===== src/hdl/argb_to_yuv420_semiplanar_assert.svh =====
// Assertion macros shared by the RTL files.
`ifndef ARGB_TO_YUV420_SEMIPLANAR_ASSERT_SVH
`define ARGB_TO_YUV420_SEMIPLANAR_ASSERT_SVH

`ifndef SYNTHESIS
`define ARGBYUV_ASSERT_HOLDS(lbl, clk, rst, expr, msg) \
  lbl: assert property (@(posedge clk) disable iff (rst) (expr)) \
    else $error(msg);
`define ARGBYUV_ASSERT_IMPLIES(lbl, clk, rst, ante, cons, msg) \
  lbl: assert property (@(posedge clk) disable iff (rst) (ante) |-> (cons)) \
    else $error(msg);
`else
`define ARGBYUV_ASSERT_HOLDS(lbl, clk, rst, expr, msg)
`define ARGBYUV_ASSERT_IMPLIES(lbl, clk, rst, ante, cons, msg)
`endif

`endif


===== src/hdl/argbyuv_pkg.sv =====
`default_nettype none
package argbyuv_pkg;

  localparam int ADDR_W      = 25;
  localparam int CFG_DATA_W  = 13;
  localparam int CFG_INDEX_W = 2;
  localparam int QUEUE_DEPTH = 4;

  localparam int WIDTH_RESET  = 640;
  localparam int HEIGHT_RESET = 480;

  typedef enum logic [CFG_INDEX_W-1:0] {
    REG_FRAME_WIDTH  = 2'd0,
    REG_FRAME_HEIGHT = 2'd1,
    REG_CHROMA_ORDER = 2'd2
  } argbyuv_reg_t;

  typedef enum logic [2:0] {
    BEAT_LUMA   = 3'b001,
    BEAT_FIRST  = 3'b010,
    BEAT_SECOND = 3'b100
  } argbyuv_beat_t;

  // One classified pixel, as the front hands it to the back.
  typedef struct packed {
    logic [7:0]        red;
    logic [7:0]        green;
    logic [7:0]        blue;
    logic              chroma_here;
    logic              last_pixel;
    logic              chroma_order;
    logic [ADDR_W-1:0] luma_address;
    logic [ADDR_W-1:0] chroma_address;
  } argbyuv_job_t;

  // Converted pixel waiting to be sent as one or three beats.
  typedef struct packed {
    logic [7:0]        luma;
    logic [7:0]        first;
    logic [7:0]        second;
    logic              chroma_here;
    logic              last_pixel;
    logic [ADDR_W-1:0] luma_address;
    logic [ADDR_W-1:0] chroma_address;
  } argbyuv_work_t;

  // Sum peaks at 56228, so the top byte never exceeds 219 and no clamp is needed.
  function automatic logic [7:0] luma_of(logic [7:0] r, logic [7:0] g, logic [7:0] b);
    logic [15:0] s;
    s = 16'd66 * {8'd0, r} + 16'd129 * {8'd0, g} + 16'd25 * {8'd0, b} + 16'd128;
    return s[15:8] + 8'd16;
  endfunction

  // Biased sums stay within 4336..61456, so the result lands in 16..240.
  function automatic logic [7:0] cb_of(logic [7:0] r, logic [7:0] g, logic [7:0] b);
    logic [16:0] s;
    s = 17'd112 * {9'd0, b} + 17'd32896 - 17'd38 * {9'd0, r} - 17'd74 * {9'd0, g};
    return s[15:8];
  endfunction

  function automatic logic [7:0] cr_of(logic [7:0] r, logic [7:0] g, logic [7:0] b);
    logic [16:0] s;
    s = 17'd112 * {9'd0, r} + 17'd32896 - 17'd94 * {9'd0, g} - 17'd18 * {9'd0, b};
    return s[15:8];
  endfunction

endpackage
`default_nettype wire


===== src/hdl/argbyuv_queue.sv =====
`default_nettype none
`include "argb_to_yuv420_semiplanar_assert.svh"
module argbyuv_queue import argbyuv_pkg::*; (
  input  wire logic         clk,
  input  wire logic         rst,
  input  wire logic         push,
  input  wire argbyuv_job_t push_job,
  output logic              full,
  input  wire logic         pop,
  output argbyuv_job_t      head,
  output logic              not_empty
);

  localparam int PTR_W = $clog2(QUEUE_DEPTH);
  localparam int CNT_W = $clog2(QUEUE_DEPTH + 1);

  argbyuv_job_t     slots [QUEUE_DEPTH];
  logic [PTR_W-1:0] wr_ptr;
  logic [PTR_W-1:0] rd_ptr;
  logic [CNT_W-1:0] count;
  logic             do_push;
  logic             do_pop;

  assign full      = (count == CNT_W'(QUEUE_DEPTH));
  assign not_empty = (count != '0);
  assign head      = slots[rd_ptr];
  assign do_push   = push && !full;
  assign do_pop    = pop && not_empty;

  always_ff @(posedge clk) begin
    if (rst) begin
      wr_ptr <= '0;
      rd_ptr <= '0;
      count  <= '0;
    end else begin
      if (do_push) wr_ptr <= PTR_W'(wr_ptr + 1'b1);
      if (do_pop) rd_ptr <= PTR_W'(rd_ptr + 1'b1);
      if (do_push && !do_pop) begin
        count <= CNT_W'(count + 1'b1);
      end else if (do_pop && !do_push) begin
        count <= CNT_W'(count - 1'b1);
      end
    end
  end

  always_ff @(posedge clk) begin
    if (do_push) slots[wr_ptr] <= push_job;
  end

  `ARGBYUV_ASSERT_HOLDS(a_count_bounded, clk, rst, count <= CNT_W'(QUEUE_DEPTH), "queue overfilled")
  `ARGBYUV_ASSERT_IMPLIES(a_push_only_with_room, clk, rst, push, !full, "push into a full queue")

endmodule
`default_nettype wire


===== config.mk =====
export PLATFORM = sky130hd
export DESIGN_NAME = argbyuv_queue
export DESIGN_NICKNAME = d
export VERILOG_FILES = /design/src/hdl/argbyuv_pkg.sv /design/src/hdl/argbyuv_queue.sv
export VERILOG_INCLUDE_DIRS = /design/src /design/src/hdl
export SDC_FILE = /design/constraint.sdc
export NUM_CORES = 1
export LEC_CHECK = 0
export ABC_AREA = 1
export ABC_CLOCK_PERIOD_IN_PS = 6900
export BUFFER_PORTS_ARGS = -buffer_cell sky130_fd_sc_hd__buf_2
export CORE_MARGIN = 4
export CORE_UTILIZATION = 30
export DETAILED_ROUTE_END_ITERATION = 8
export PLACE_DENSITY = 0.55
export SKIP_CTS_REPAIR_TIMING = 1
export SYNTH_ARGS = -nofsm -noshare
export SYNTH_HDL_FRONTEND = slang
export SYNTH_SLANG_ARGS = --single-unit

===== constraint.sdc =====
create_clock -name clk -period 6.9 [get_ports clk]
set_input_delay 0.345 -clock clk [delete_from_list [all_inputs] [get_ports clk]]
set_output_delay 0.345 -clock clk [all_outputs]
set_load 0.05 [all_outputs]

==> out/summary.txt, run 1 <==
Switch Pwr = 2.30 mW
GRT Util Overall = 0.127
Final design utilization = 0.365
Max incr delay on CP = 0.83 ns
Layout Skew = 0.0183 ns
Comb pwr share = 0.310
Via count = 7060
Pleak = 4.91 nW
Root Driver = clkbuf_16
Port bufs = 159
Clk buf depth = 3
TNS Setup = 0 ns
P&R area growth vs syn = 19.4%
Width of the die = 207 um
Critical Path Slowest Stage Cell = buf_4
Max-Cap Viols = 0
Detailed Route Iter0 Violations = 458
RSZ-0062 raised after global routing = false
Ports = 160
Critical path peak fanout = 94
Layout cells sized above 1 = 0.222
Number of global-route vias before repair = 7043
CP top delay family = buffers and inverters
Area of the die = 0.0429 sq mm
Post-synthesis sequential area ratio = 0.792
Status = complete, no violations
Slew Viols, Final = 0
Post-Synthesis Cells = 813
Fin. Hold Viols = 0
HP Class = in2reg
Largest net degree at the start of global routing = 155
CTS tree = built
Die Span Y = 207 um
Count of nets after finishing = 1056
Post-Syn Area = 0.0119 sq mm
Fmax = 0.284 GHz
# setup viols final = 0
Placed wire-length estimate = 14.9 mm
Fin crit period = 3.52 ns
Worst Setup End Kind = output pin
Starting Density = 0.306
Worst Tran Pin Value = 1.15 ns
Initial antenna violation count = 5
Count of clock tree sinks = 317
Clk_lat worst skew = 0.52 ns
Post-synth EDFFs = 308
Cell accounting for the most synthesized area = edfxtp_1
Total core area = 0.0389 sq mm
R2R setup slack = 4.06 ns
Area contributors post-synth = edfxtp_1, o21ai_0, nor2_1
Clock-pin slew on the worst setup and hold paths = 0.06 ns
Post-synth ARST share = 0
Ys flop type = edfxtp_1
Startpoint class of the critical path = flip-flop
Int Pwr = 3.76 mW
Worst path bufs/invs = 2
Final cycle utilization of the critical path = 0.510
Final antenna-violating net count = 0
Critical path class = reg2out
Placer Congestion = 0.704
Drt pass-1 iters = 4
CP Cell Sequence = buf_4 > o21ai_0 > o22ai_1 > buf_2
Ys Warns = 0
Clock Power Share = 0.289
WL/cell = 18.6 um
FP Rows = 72
Max VDD drop = 0.000249 V
Reg power frac = 0.401
Avg Inst Size Synth = 14.6 sq um
Sw Ratio = 0.379
Synth top area share = 0.777
First-pass GRT wire length = 42.5 mm
WL final = 28.1 mm
Pwr per Cell Area = 426 mW/mm^2
DRC = 0
Grt total ovfl = 0
Post-Syn Nets = 900
H-Tree Depth = 2
Max-slew headroom = 0.231
Data required, critical path = 6.55 ns
Netlist cell types = 24
DR vias/cell = 4.66
#FFs+latches synth = 317
TritonCTS Buffers = 36
Crit path DAT = 3.17 ns
[worst paths after layout]
path	startpoint	to	depth (start not counted)
worst min-delay path	push_job[12]	slots[2][12]	1
worst min register to register	rd_ptr[1]	flip-flop	2
worst max-delay path	flip-flop	head[4]	4
worst max register to register	count[0]	slots[3][56]	5
[placed cells by master, fill, tap and decap left out, types with 5 or more instances in the layout]
cell,netlist,routed
o22ai_1,76,76
clkbuf_1,12,12
clkbuf_16,0,38
o21ai_0,150,150
inv_1,15,15
clkinv_2,0,6
clkinv_1,0,7
ha_1,5,5
nor2_1,168,164
nand2_1,15,15
buf_4,5,8
edfxtp_1,308,308
o21ai_1,5,5
dfxtp_1,9,7
buf_2,12,159
[through the flow]
step,cells,hold WS (ns),cell area [sq um],power [mW],setup slack [ns]
4_1_cts,1513,-0.0102,14200,6.17,3.35
5_1_grt,1513,0.00741,14200,6.36,3.14
6_report,1514,0.0368,14200,6.06,3.38
2_1_floorplan,813,0.414,11900,3.90,2.51
3_3_place_gp,1449,0.484,13100,4.37,3.96
3_5_place_dp,1449,0.487,13100,4.38,3.92
[power groups by stage]
| stage | Combinational, mW | Clock (mW) | Sequential [mW] |
|---|---|---|---|
| after detailed placement | 1.91 | 0 | 2.47 |
| after CTS | 1.92 | 1.83 | 2.43 |
| final | 1.88 | 1.75 | 2.43 |
| after floorplan | 1.46 | 0 | 2.44 |
| after global routing | 2.02 | 1.90 | 2.44 |
| after global placement | 1.91 | 0 | 2.46 |
[cell type report]
cell class                      count  area [sq um]
Clock buffer                       50           996
Timing Repair Buffer              167           856
Antenna cell                        1          2.50
Tap cell                          518           648
Clock inverter                     14          86.3
Sequential cell                   317          9430
Inverter                           17          68.8
Fill cell                        3782         24700
Multi-Input combinational cell    430          2110
[synth_stat cells (8+ instances only)]
cell and n:
inv_1 15, buf_6 10, clkbuf_2 8, nor2_1 168, clkbuf_1 12, o21ai_0 150
buf_2 12, dfxtp_1 9, nand2_1 15, o22ai_1 76, edfxtp_1 308
[worst register-to-register path, cell delays in order (launching register included)]
cell,delay (ns)
dfxtp_1,0.40
nor2_1,0.08
nand2_1,0.12
nand2_1,0.26
nor2_4,0.68
buf_4,0.89
[metal layers]
metal | vias up | share of wire | wire [um] | track usage
met4 | 8 | 0.024 | 672 | 0.0422
met5 | - | 0.0016 | 46 | 0
met3 | 49 | 0.061 | 1720 | 0.0368
met2 | 162 | 0.46 | 12900 | 0.198
li1 | 3359 | - | - | -
met1 | 3482 | 0.45 | 12800 | 0.171
[sequential cells by signal, summed over array words and instances, names as in the netlist, named ones only]
| name | cells |
|---|---|
| slots | 308 |
| count | 3 |
| rd_ptr | 2 |
| wr_ptr | 2 |
[cells by family (layout without fill, tap and decap cells)]
logic type	Yosys count	in the layout	synth area share
AND/OR/NAND/NOR	188	188	0.0600
XOR/XNOR	1	1	0.000736
buffers and inverters	66	248	0.0325
other	0	1	0
adder cells (fa/ha/maj)	6	6	0.00694
flip-flops	317	317	0.792
AO/OA/AOI/OAI	235	235	0.107
(Power assumes the default switching activity.)
==> run 2: changes to the inputs <==
--- a/config.mk
+++ b/config.mk
@@ -7,12 +7,12 @@
 export NUM_CORES = 1
 export LEC_CHECK = 0
 export ABC_AREA = 1
-export ABC_CLOCK_PERIOD_IN_PS = 6900
+export ABC_CLOCK_PERIOD_IN_PS = 3100
 export BUFFER_PORTS_ARGS = -buffer_cell sky130_fd_sc_hd__buf_2
 export CORE_MARGIN = 4
 export CORE_UTILIZATION = 30
 export DETAILED_ROUTE_END_ITERATION = 8
-export PLACE_DENSITY = 0.55
+export PLACE_DENSITY = 0.57
 export SKIP_CTS_REPAIR_TIMING = 1
 export SYNTH_ARGS = -nofsm -noshare
 export SYNTH_HDL_FRONTEND = slang
==> constraint.sdc (replaced) <==
create_clock -name clk -period 3.1 [get_ports clk]
set_input_delay 0.155 -clock clk [delete_from_list [all_inputs] [get_ports clk]]
set_output_delay 0.155 -clock clk [all_outputs]
set_load 0.05 [all_outputs]
==> out/summary.txt, run 2 (synthesis results as in run 1) <==
Slew Viols, Final = 0 (unchanged)
R2R cell count = 9 (+4)
Placed cell count = 1454 (+0.35%)
Final cycle utilization of the critical path = 0.847
Data required, critical path = 2.94 ns (-3.61 ns)
Top reg by flops = slots
Status = complete, no violations
Placed wire-length estimate = 14.4 mm (-3.7%)
First-pass GRT wire length = 41.4 mm (-2.7%)
Worst Tran Pin Value = 0.978 ns (-0.175 ns)
Top flop regs = slots: 308 flops, count: 3 flops
Die Span Y = 207 um (unchanged)
Detailed Route Iter0 Violations = 455 (-0.66%)
Crit path DAT = 2.47 ns (-0.70 ns)
Clk buf depth = 3 (unchanged)
WL/cell = 16.8 um (-9.3%)
Worst Setup End Kind = output pin
RSZ-0062 raised after global routing = false
DR vias/cell = 4.63 (-0.66%)
WL final = 26.9 mm (-4.4%)
Final design utilization = 0.386 (+0.0211)
GRT Util Overall = 0.121 (-0.00589)
Count of nets after finishing = 1141 (+8.0%)
Multi-input gate area = 0.00211 sq mm (unchanged)
Placed inst area = 0.0132 sq mm (+0.59%)
Count of clock tree sinks = 317 (unchanged)
Max-Cap Viols = 0 (unchanged)
Hold path start = push_job[13]
Area of the die = 0.0429 sq mm (unchanged)
Largest net degree at the start of global routing = 155 (unchanged)
Most frequent cells in the layout = edfxtp_1, nor2_1, buf_2
Placer Congestion = 0.691 (-1.8%)
P&R area growth vs syn = 26.3%
CTS tree = built
Design Area, Final = 0.0150 sq mm (+5.8%)
DRC = 0 (unchanged)
Total core area = 0.0389 sq mm (unchanged)
Width of the die = 207 um (unchanged)
Number of global-route vias before repair = 7308 (+3.8%)
Pwr per Cell Area = 890 mW/mm^2 (+110%)
TritonCTS Buffers = 35 (-2.8%)
Drt pass-1 iters = 4 (unchanged)
Grt total ovfl = 0 (unchanged)
Critical path peak fanout = 78 (-17%)
# setup viols final = 0 (unchanged)
Final total power = 13.4 mW (+120%)
HP Class = in2reg
Register area = 0.00944 sq mm (about the same)
Fmax = 0.381 GHz
FF-to-FF Start = count[1]
Initial antenna violation count = 3 (-2)
Layout cells sized above 1 = 0.207 (-0.0147)
Critical path class = reg2out
Max VDD drop = 0.000678 V (+170%)
FP Rows = 72 (unchanged)
Layout Skew = 0.0112 ns (-0.00711 ns)
Max-slew headroom = 0.348 (+0.117)
Startpoint class of the critical path = flip-flop
Clock-pin slew on the worst setup and hold paths = 0.06 ns (about the same)
Final antenna-violating net count = 0 (unchanged)
Via count = 7393 (+4.7%)
Root Driver = clkbuf_16
Starting Density = 0.306 (unchanged)
Ports = 160 (unchanged)
Clk_lat worst skew = 0.52 ns (about the same)
WHS Path Cells = 2 (+1)
H-Tree Depth = 2 (unchanged)
Port bufs = 159 (unchanged)
Post-route insts no fill = 1596 (+5.4%)
Hold slack = 0.368 ns (+0.331 ns)
Fin crit period = 2.62 ns
Layout fillers = 3737 (-1.2%)
Commonest non-fill, non-tap cell in the layout = edfxtp_1
Fin. Hold Viols = 0 (unchanged)
Flip-flop count of the largest register after layout = 308 (unchanged)
Pleak = 5.26 nW (+7.1%)
-- run 2: cell types whose count changed in the layout (fill, tap and decap cells not counted), sizes merged --
cell / delta
diode: +2
dlygate4sd3: +81
bufinv: -1
clkinv: +4
clkbuf: -9
buf: +5
-- run 2: power by group --
group	total, mW	internal [mW]	leakage [nW]	switching (mW)
logic	4.29	0.943	1.86	3.35
clock network	3.71	2.14	0.499	1.57
registers	5.38	5.21	2.90	0.163
-- run 2: per-layer routing --
| metal | up-vias | GRT usage | part of all wire |
|---|---|---|---|
| met2 | 150 | 0.196 | 0.48 |
| met5 | - | 0 | 0 |
| met1 | 3679 | 0.157 | 0.45 |
| met4 | 0 | 0.0433 | 0.022 |
| li1 | 3526 | - | - |
| met3 | 38 | 0.0331 | 0.047 |
-- run 2: final cells by class --
class                      count  share of cell area
sequential                   317               0.628
multi-input combinational    430               0.141
timing repair buffer         253               0.116
clock buffer                  41              0.0626
tap                          518              0.0431
clock inverter                17             0.00466
inverter                      17             0.00458
antenna                        3            0.000500
-- run 2: worst paths after layout --
check / endpoint / slack, ns
max: head[2] / 0.48
min: slots[0][13] / 0.37
max reg2reg: count[1] / 0.92
min reg2reg: flip-flop / 0.48
-- run 2: metrics by stage --
step / setup WS, ns / setup TNS [ns]
2_1_floorplan: -1.29 / -395.80
3_3_place_gp: 1.01 / 0
3_5_place_dp: 0.951 / 0
4_1_cts: 0.428 / 0
5_1_grt: 0.314 / 0
6_report: 0.475 / 0
-- run 2: worst max-delay path, cell delays in order (launching register included) --
cell and delay, ns:
dfxtp_4 0.63, inv_2 0.18, buf_12 0.33, o21ai_0 0.15, o22ai_1 0.24, buf_2 0.32
