===== config.mk =====
export PLATFORM = sky130hd
export DESIGN_NAME = argbyuv_front_flat
export DESIGN_NICKNAME = d
export VERILOG_FILES = /design/src/hdl/argbyuv_pkg.sv /design/src/hdl/argbyuv_pix_if.sv /design/src/hdl/argbyuv_front.sv /design/src/flat_wrapper.sv
export VERILOG_INCLUDE_DIRS = /design/src /design/src/hdl
export SDC_FILE = /design/constraint.sdc
export NUM_CORES = 1
export LEC_CHECK = 0
export BUFFER_PORTS_ARGS = -buffer_cell sky130_fd_sc_hd__buf_2
export CAP_MARGIN = 20
export CELL_PAD_IN_SITES_DETAIL_PLACEMENT = 0
export CELL_PAD_IN_SITES_GLOBAL_PLACEMENT = 2
export CORE_MARGIN = 3
export CORE_UTILIZATION = 29
export CTS_CLUSTER_SIZE = 16
export DETAILED_ROUTE_END_ITERATION = 10
export PLACE_DENSITY = 0.64
export SYNTH_ARGS = -nofsm -noshare
export SYNTH_HDL_FRONTEND = slang
export SYNTH_SLANG_ARGS = --single-unit
export TNS_END_PERCENT = 10

===== constraint.sdc =====
create_clock -name clk -period 7.54 [get_ports clk]
set_input_delay 0.754 -clock clk [delete_from_list [all_inputs] [get_ports clk]]
set_output_delay 0.754 -clock clk [all_outputs]
set_load 0.02 [all_outputs]

===== src/hdl/argb_to_yuv420_semiplanar_assert.svh =====
// Assertion macros shared by the RTL files.
`ifndef ARGB_TO_YUV420_SEMIPLANAR_ASSERT_SVH
`define ARGB_TO_YUV420_SEMIPLANAR_ASSERT_SVH

`ifndef SYNTHESIS
`define ARGBYUV_ASSERT_HOLDS(lbl, clk, rst, expr, msg) \
  lbl: assert property (@(posedge clk) disable iff (rst) (expr)) \
    else $error(msg);
`define ARGBYUV_ASSERT_IMPLIES(lbl, clk, rst, ante, cons, msg) \
  lbl: assert property (@(posedge clk) disable iff (rst) (ante) |-> (cons)) \
    else $error(msg);
`else
`define ARGBYUV_ASSERT_HOLDS(lbl, clk, rst, expr, msg)
`define ARGBYUV_ASSERT_IMPLIES(lbl, clk, rst, ante, cons, msg)
`endif

`endif


===== src/hdl/argbyuv_pkg.sv =====
`default_nettype none
package argbyuv_pkg;

  localparam int ADDR_W      = 25;
  localparam int CFG_DATA_W  = 13;
  localparam int CFG_INDEX_W = 2;
  localparam int QUEUE_DEPTH = 4;

  localparam int WIDTH_RESET  = 640;
  localparam int HEIGHT_RESET = 480;

  typedef enum logic [CFG_INDEX_W-1:0] {
    REG_FRAME_WIDTH  = 2'd0,
    REG_FRAME_HEIGHT = 2'd1,
    REG_CHROMA_ORDER = 2'd2
  } argbyuv_reg_t;

  typedef enum logic [2:0] {
    BEAT_LUMA   = 3'b001,
    BEAT_FIRST  = 3'b010,
    BEAT_SECOND = 3'b100
  } argbyuv_beat_t;

  // One classified pixel, as the front hands it to the back.
  typedef struct packed {
    logic [7:0]        red;
    logic [7:0]        green;
    logic [7:0]        blue;
    logic              chroma_here;
    logic              last_pixel;
    logic              chroma_order;
    logic [ADDR_W-1:0] luma_address;
    logic [ADDR_W-1:0] chroma_address;
  } argbyuv_job_t;

  // Converted pixel waiting to be sent as one or three beats.
  typedef struct packed {
    logic [7:0]        luma;
    logic [7:0]        first;
    logic [7:0]        second;
    logic              chroma_here;
    logic              last_pixel;
    logic [ADDR_W-1:0] luma_address;
    logic [ADDR_W-1:0] chroma_address;
  } argbyuv_work_t;

  // Sum peaks at 56228, so the top byte never exceeds 219 and no clamp is needed.
  function automatic logic [7:0] luma_of(logic [7:0] r, logic [7:0] g, logic [7:0] b);
    logic [15:0] s;
    s = 16'd66 * {8'd0, r} + 16'd129 * {8'd0, g} + 16'd25 * {8'd0, b} + 16'd128;
    return s[15:8] + 8'd16;
  endfunction

  // Biased sums stay within 4336..61456, so the result lands in 16..240.
  function automatic logic [7:0] cb_of(logic [7:0] r, logic [7:0] g, logic [7:0] b);
    logic [16:0] s;
    s = 17'd112 * {9'd0, b} + 17'd32896 - 17'd38 * {9'd0, r} - 17'd74 * {9'd0, g};
    return s[15:8];
  endfunction

  function automatic logic [7:0] cr_of(logic [7:0] r, logic [7:0] g, logic [7:0] b);
    logic [16:0] s;
    s = 17'd112 * {9'd0, r} + 17'd32896 - 17'd94 * {9'd0, g} - 17'd18 * {9'd0, b};
    return s[15:8];
  endfunction

endpackage
`default_nettype wire


===== src/hdl/argbyuv_pix_if.sv =====
`default_nettype none
interface argbyuv_pix_if;
  logic        valid;
  logic        ready;
  logic [31:0] pixel_word;

  modport source (output valid, output pixel_word, input ready);
  modport sink (input valid, input pixel_word, output ready);
endinterface
`default_nettype wire


===== src/hdl/argbyuv_front.sv =====
`default_nettype none
`include "argb_to_yuv420_semiplanar_assert.svh"
module argbyuv_front import argbyuv_pkg::*; #(
  parameter int MAX_WIDTH  = 4096,
  parameter int MAX_HEIGHT = 4096
) (
  input  wire logic                   clk,
  input  wire logic                   rst,
  input  wire logic                   cfg_write,
  input  wire logic [CFG_INDEX_W-1:0] cfg_index,
  input  wire logic [CFG_DATA_W-1:0]  cfg_data,
  argbyuv_pix_if.sink                 pixels,
  output logic                        push,
  output argbyuv_job_t                push_job,
  input  wire logic                   full
);

  localparam int WW = $clog2(MAX_WIDTH + 1);
  localparam int HW = $clog2(MAX_HEIGHT + 1);
  localparam int CW = (MAX_WIDTH > 2) ? $clog2(MAX_WIDTH) : 1;
  localparam int RW = (MAX_HEIGHT > 2) ? $clog2(MAX_HEIGHT) : 1;
  localparam int RST_W = (WIDTH_RESET > MAX_WIDTH) ? MAX_WIDTH : WIDTH_RESET;
  localparam int RST_H = (HEIGHT_RESET > MAX_HEIGHT) ? MAX_HEIGHT : HEIGHT_RESET;

  logic [WW-1:0]     eff_width;
  logic [HW-1:0]     eff_height;
  logic              chroma_order;
  logic [CW-1:0]     column_count;
  logic [RW-1:0]     row_count;
  logic [ADDR_W-1:0] luma_address;
  logic [ADDR_W-1:0] chroma_address;
  logic [ADDR_W-1:0] plane_size;
  logic [ADDR_W-1:0] plane_size_next;
  logic              restart_pending;
  logic              fire;
  logic              row_end;
  logic              col_end;
  logic              last_pixel;
  logic              chroma_here;

  function automatic logic [WW-1:0] clamp_width(logic [CFG_DATA_W-1:0] v);
    if (v < CFG_DATA_W'(2)) return WW'(2);
    if (32'(v) > 32'(MAX_WIDTH)) return WW'(MAX_WIDTH);
    return WW'(v);
  endfunction

  function automatic logic [HW-1:0] clamp_height(logic [CFG_DATA_W-1:0] v);
    if (v < CFG_DATA_W'(2)) return HW'(2);
    if (32'(v) > 32'(MAX_HEIGHT)) return HW'(MAX_HEIGHT);
    return HW'(v);
  endfunction

  assign plane_size_next = ADDR_W'(ADDR_W'(eff_width) * ADDR_W'(eff_height));

  assign pixels.ready = !full && !restart_pending;
  assign fire         = pixels.valid && pixels.ready;
  assign push         = fire;

  assign col_end     = (32'(column_count) + 32'd1) >= 32'(eff_width);
  assign row_end     = (32'(row_count) + 32'd1) >= 32'(eff_height);
  assign last_pixel  = col_end && row_end;
  assign chroma_here = !column_count[0] && !row_count[0];

  always_comb begin
    push_job.red            = pixels.pixel_word[23:16];
    push_job.green          = pixels.pixel_word[15:8];
    push_job.blue           = pixels.pixel_word[7:0];
    push_job.chroma_here    = chroma_here;
    push_job.last_pixel     = last_pixel;
    push_job.chroma_order   = chroma_order;
    push_job.luma_address   = luma_address;
    push_job.chroma_address = chroma_address;
  end

  always_ff @(posedge clk) begin
    if (rst) begin
      eff_width       <= WW'(RST_W);
      eff_height      <= HW'(RST_H);
      chroma_order    <= 1'b0;
      column_count    <= '0;
      row_count       <= '0;
      luma_address    <= '0;
      chroma_address  <= ADDR_W'(RST_W * RST_H);
      plane_size      <= ADDR_W'(RST_W * RST_H);
      restart_pending <= 1'b0;
    end else begin
      plane_size <= plane_size_next;
      if (cfg_write) begin
        case (cfg_index)
          REG_FRAME_WIDTH: begin
            eff_width       <= clamp_width(cfg_data);
            column_count    <= '0;
            row_count       <= '0;
            luma_address    <= '0;
            restart_pending <= 1'b1;
          end
          REG_FRAME_HEIGHT: begin
            eff_height      <= clamp_height(cfg_data);
            column_count    <= '0;
            row_count       <= '0;
            luma_address    <= '0;
            restart_pending <= 1'b1;
          end
          REG_CHROMA_ORDER: chroma_order <= cfg_data[0];
          default: ;
        endcase
      end else if (restart_pending) begin
        // New size is in the registers now; reload the chroma base.
        chroma_address  <= plane_size_next;
        restart_pending <= 1'b0;
      end else if (fire) begin
        if (last_pixel) begin
          column_count   <= '0;
          row_count      <= '0;
          luma_address   <= '0;
          chroma_address <= plane_size;
        end else begin
          luma_address <= ADDR_W'(luma_address + 1'b1);
          if (chroma_here) chroma_address <= ADDR_W'(chroma_address + 2'd2);
          if (col_end) begin
            column_count <= '0;
            row_count    <= RW'(row_count + 1'b1);
          end else begin
            column_count <= CW'(column_count + 1'b1);
          end
        end
      end
    end
  end

  `ARGBYUV_ASSERT_HOLDS(a_column_in_row, clk, rst, 32'(column_count) < 32'(eff_width), "column past row end")
  `ARGBYUV_ASSERT_HOLDS(a_row_in_frame, clk, rst, 32'(row_count) < 32'(eff_height), "row past frame end")

endmodule
`default_nettype wire


===== src/flat_wrapper.sv =====
// flat-port wrapper written by rule: the top's interface ports become plain ports
module argbyuv_front_flat import argbyuv_pkg::*;
#(
  parameter int MAX_WIDTH  = 4096,
  parameter int MAX_HEIGHT = 4096
)
  (clk, rst, cfg_write, cfg_index, cfg_data, push, push_job, full, pixels_valid, pixels_pixel_word, pixels_ready);
  argbyuv_pix_if pixels_i ();
  input  wire logic clk;
  input  wire logic rst;
  input  wire logic cfg_write;
  input  wire logic [CFG_INDEX_W-1:0] cfg_index;
  input  wire logic [CFG_DATA_W-1:0] cfg_data;
  output logic push;
  output argbyuv_job_t push_job;
  input  wire logic full;
  input wire logic [$bits(pixels_i.valid)-1:0] pixels_valid;
  input wire logic [$bits(pixels_i.pixel_word)-1:0] pixels_pixel_word;
  output wire logic [$bits(pixels_i.ready)-1:0] pixels_ready;
  assign pixels_i.valid = pixels_valid;
  assign pixels_i.pixel_word = pixels_pixel_word;
  assign pixels_ready = pixels_i.ready;
  argbyuv_front #(.MAX_WIDTH(MAX_WIDTH), .MAX_HEIGHT(MAX_HEIGHT)) u_core (.clk(clk), .rst(rst), .cfg_write(cfg_write), .cfg_index(cfg_index), .cfg_data(cfg_data), .pixels(pixels_i), .push(push), .push_job(push_job), .full(full));
endmodule

==> impl_metrics.json <==
{
  "final-max-slew-violation-count": 0,
  "stdcell_count": 2085,
  "synth_area_leaders": "dfxtp_1 20%, fa_1 19%, ha_1 9.8%",
  "placed_area_mm2": 0.01318,
  "setup_tns_ns": 0,
  "multi_input_area_mm2": 0.008668,
  "dp_cells": 2053,
  "holdBufCountCts": 0,
  "ys_ff_latch": 127,
  "hpwl_mm": 30.23,
  "synth-async-reset-ratio_pct": 0,
  "worst_slack_ns": 1.046,
  "synthFlopType": "dfxtp_1",
  "ctsResizeCount": 0,
  "ys_top_cells_by_count": "184 x inv_1, 173 x nand2_1, 151 x nor2_1, 127 x dfxtp_1, 120 x fa_1",
  "diodes": 0,
  "period_share_pct": 86.13,
  "reg2regPathDepth": 18,
  "worstSetupEndpointType": "flop",
  "drive_above_1_share_pct": 10.41,
  "cts_setup_buffers": 0,
  "cts_made_buffers": 17,
  "synthCells": 1513,
  "antenna_found_initial": 2,
  "max_clock_freq_ghz": 0.1540,
  "first_pass_iters": 5,
  "die_h_um": 213.5,
  "avgSynthCellArea_um2": 8.251,
  "skew_ns": 0.01379,
  "reg2reg_slack_ns": 1.05,
  "area_growth_pct": 10.26,
  "status": "completed",
  "gp_congestion": 0.8182,
  "synth_most_common_cell": "inv_1",
  "die_width_um": 213.5,
  "setup.worst_path.end": "u_core.chroma_address[24]",
  "vias_per_cell": 4.925,
  "design_area_mm2": 0.01376,
  "insertion_delay_ns": 0.44,
  "htreeDepth": 4,
  "max-cap-violations": 0,
  "fillCellCount": 4577,
  "vias": 10270,
  "yosys_warnings": 0,
  "drtAntennaViolNets": 0,
  "leakagePower_nw": 6.322,
  "grt_pass1_vias": 10310,
  "synth.largest_area_cell": "dfxtp_1",
  "critPathLaunch": "u_core.eff_height[8]",
  "critPathRequiredTime_ns": 7.90,
  "drt_iter0_markers": 623,
  "clk_pin_slew_ns": 0.06,
  "setup_viol": 0,
  "rsz0062_at_grt": "no",
  "yosys.area.top_type_share_pct": 20.37,
  "synth_area_mm2": 0.01248,
  "synth.distinct_cells": 72,
  "critPathArrivalTime_ns": 6.86,
  "fin_crit_ns": 6.494,
  "slew_headroom_pct": 39.50,
  "dp_slack_ns": 1.051,
  "startpoint_type": "flop",
  "port_buffers": 74,
  "grt_pass1_wl_mm": 61.84,
  "cts_root_buffer": "clkbuf_16",
  "grt_max_degree": 59,
  "wl_per_cell_um": 18.79,
  "hp-class": "reg2reg",
  "worstReg2RegEnd": "u_core.chroma_address[24]",
  "finalHoldViolCount": 0,
  "pin_count": 131,
  "worstMarginPinSlew_ns": 0.9042,
  "rr_startpoint": "u_core.eff_height[8]",
  "seqCellArea_mm2": 0.002542,
  "grt_usage_pct": 17.73,
  "coreArea_mm2": 0.04223,
  "floorplan.initialDensity_pct": 29.56,
  "die_area_mm2": 0.04557,
  "drc": 0,
  "clkSinkCount": 127,
  "cellPowerDensity_mw_per_mm2": 146.9,
  "critPathMaxFanout": 8,
  "path_class": "reg2reg",
  "wirelength_mm": 39.17,
  "cts_buffer_depth": 2,
  "nets": 1803,
  "grt.overflow.total": 0,
  "cts_tree": "done",
  "synth_nets": 1783,
  "yosysSeqAreaShare_pct": 20.37,
  "rows": 75,
  "synth-edff-count": 0,
  "vdd_drop_max_v": 0.00007958
}
[sequential cells by signal (all words and copies together) (netlist names)]
register and count:
u_core.chroma_order 1, u_core.plane_size 25, u_core.row_count 12, u_core.luma_address 25, u_core.eff_height 13, u_core.column_count 12
u_core.eff_width 13, u_core.chroma_address 25, u_core.restart_pending 1
[how the worst min path moves through the flow]
| stage | start | to | slack, ns | cells after the start |
|---|---|---|---|---|
| 4_1_cts | u_core.luma_address[18] | u_core.luma_address[18] | 0.50 | 2 |
| 3_3_place_gp | u_core.luma_address[18] | u_core.luma_address[18] | 0.48 | 2 |
| 2_1_floorplan | u_core.chroma_order | u_core.chroma_order | 0.46 | 2 |
| 6_report | u_core.luma_address[23] | u_core.luma_address[23] | 0.50 | 2 |
| 3_5_place_dp | u_core.luma_address[18] | u_core.luma_address[18] | 0.49 | 2 |
| 5_1_grt | u_core.plane_size[0] | u_core.chroma_address[0] | 0.54 | 1 |
[cell families after synthesis]
| logic type | Yosys count | share of synthesized area, % |
|---|---|---|
| AOI/OAI and AO/OA | 239 | 12.66 |
| xor gates and xnor gates | 80 | 5.613 |
| adders and majority gates | 218 | 29.07 |
| buffers and inverters | 294 | 10.19 |
| DFF | 127 | 20.37 |
| muxes | 18 | 1.514 |
| and+or+nand+nor | 537 | 20.59 |
[metal layers]
metal | track usage, % | wire [µm] | vias up
met5 | 0 | 0 | -
met4 | 3.487 | 501 | 0
met3 | 3.131 | 2154 | 24
met2 | 27.84 | 17810 | 218
met1 | 25.75 | 18710 | 5056
li1 | - | - | 4970
[worst max-delay path: stages, from the launching register on]
cell,delay (ns)
dfxtp_1,0.61
clkinv_1,0.54
nor2_1,0.29
fa_1,0.46
fa_1,0.49
fa_1,0.54
fa_1,0.54
inv_1,0.06
fa_1,0.54
inv_1,0.05
ha_1,0.36
and3_2,0.25
and3_2,0.21
a32oi_1,0.17
o211ai_2,0.21
o311ai_0,0.52
and3_2,0.28
o21ai_0,0.09
a31oi_1,0.19
[layout by cell type, fill, tap and decap left out, types with 8 or more instances in the layout]
cell type,synthesis,layout
xnor2_1,37,37
o21ai_0,53,53
dfxtp_1,127,127
xor2_1,43,43
nor3b_1,8,8
a31oi_1,9,9
nor2_1,151,151
inv_1,184,184
nand3_1,35,35
nand2_1,173,173
ha_1,98,98
nand2b_1,9,9
clkbuf_16,0,17
clkinv_1,12,12
mux2i_1,11,11
nor2b_1,12,12
buf_2,6,74
o211ai_1,18,18
fa_1,120,120
and3_1,29,29
a211oi_1,10,10
nor3_1,27,27
a21oi_1,82,82
and2_1,26,26
a21o_1,13,13
nand4_1,11,11
nand3b_1,20,20
buf_4,32,24
or3_1,8,8
[power by group]
part	switching, mW	total, mW	internal (mW)	leakage [nW]
sequential	0.0298	0.731	0.701	1.03
clock	0.322	0.848	0.526	0.287
combinational	0.285	0.443	0.157	5.00
total	0.637	2.02	1.38	6.32
[layout make-up]
| class | count | area share [%] |
|---|---|---|
| timing repair buffer | 98 | 4.000 |
| clock inverter | 11 | 1.009 |
| clock buffer | 21 | 3.272 |
| tap | 539 | 4.900 |
| sequential | 127 | 18.47 |
| multi-input combinational | 1092 | 62.98 |
| inverter | 197 | 5.372 |
[metrics by stage]
stage	hold slack (ns)	utilization [%]	total power, mW
after detailed placement	0.4906	31.20	1.199
after floorplan	0.4647	-	1.058
after CTS	0.4991	32.60	2.058
final	0.4973	32.60	2.022
after global routing	0.5395	32.60	2.143
after global placement	0.4808	31.20	1.198
No activity file was read; power rests on OpenSTA's default activity.
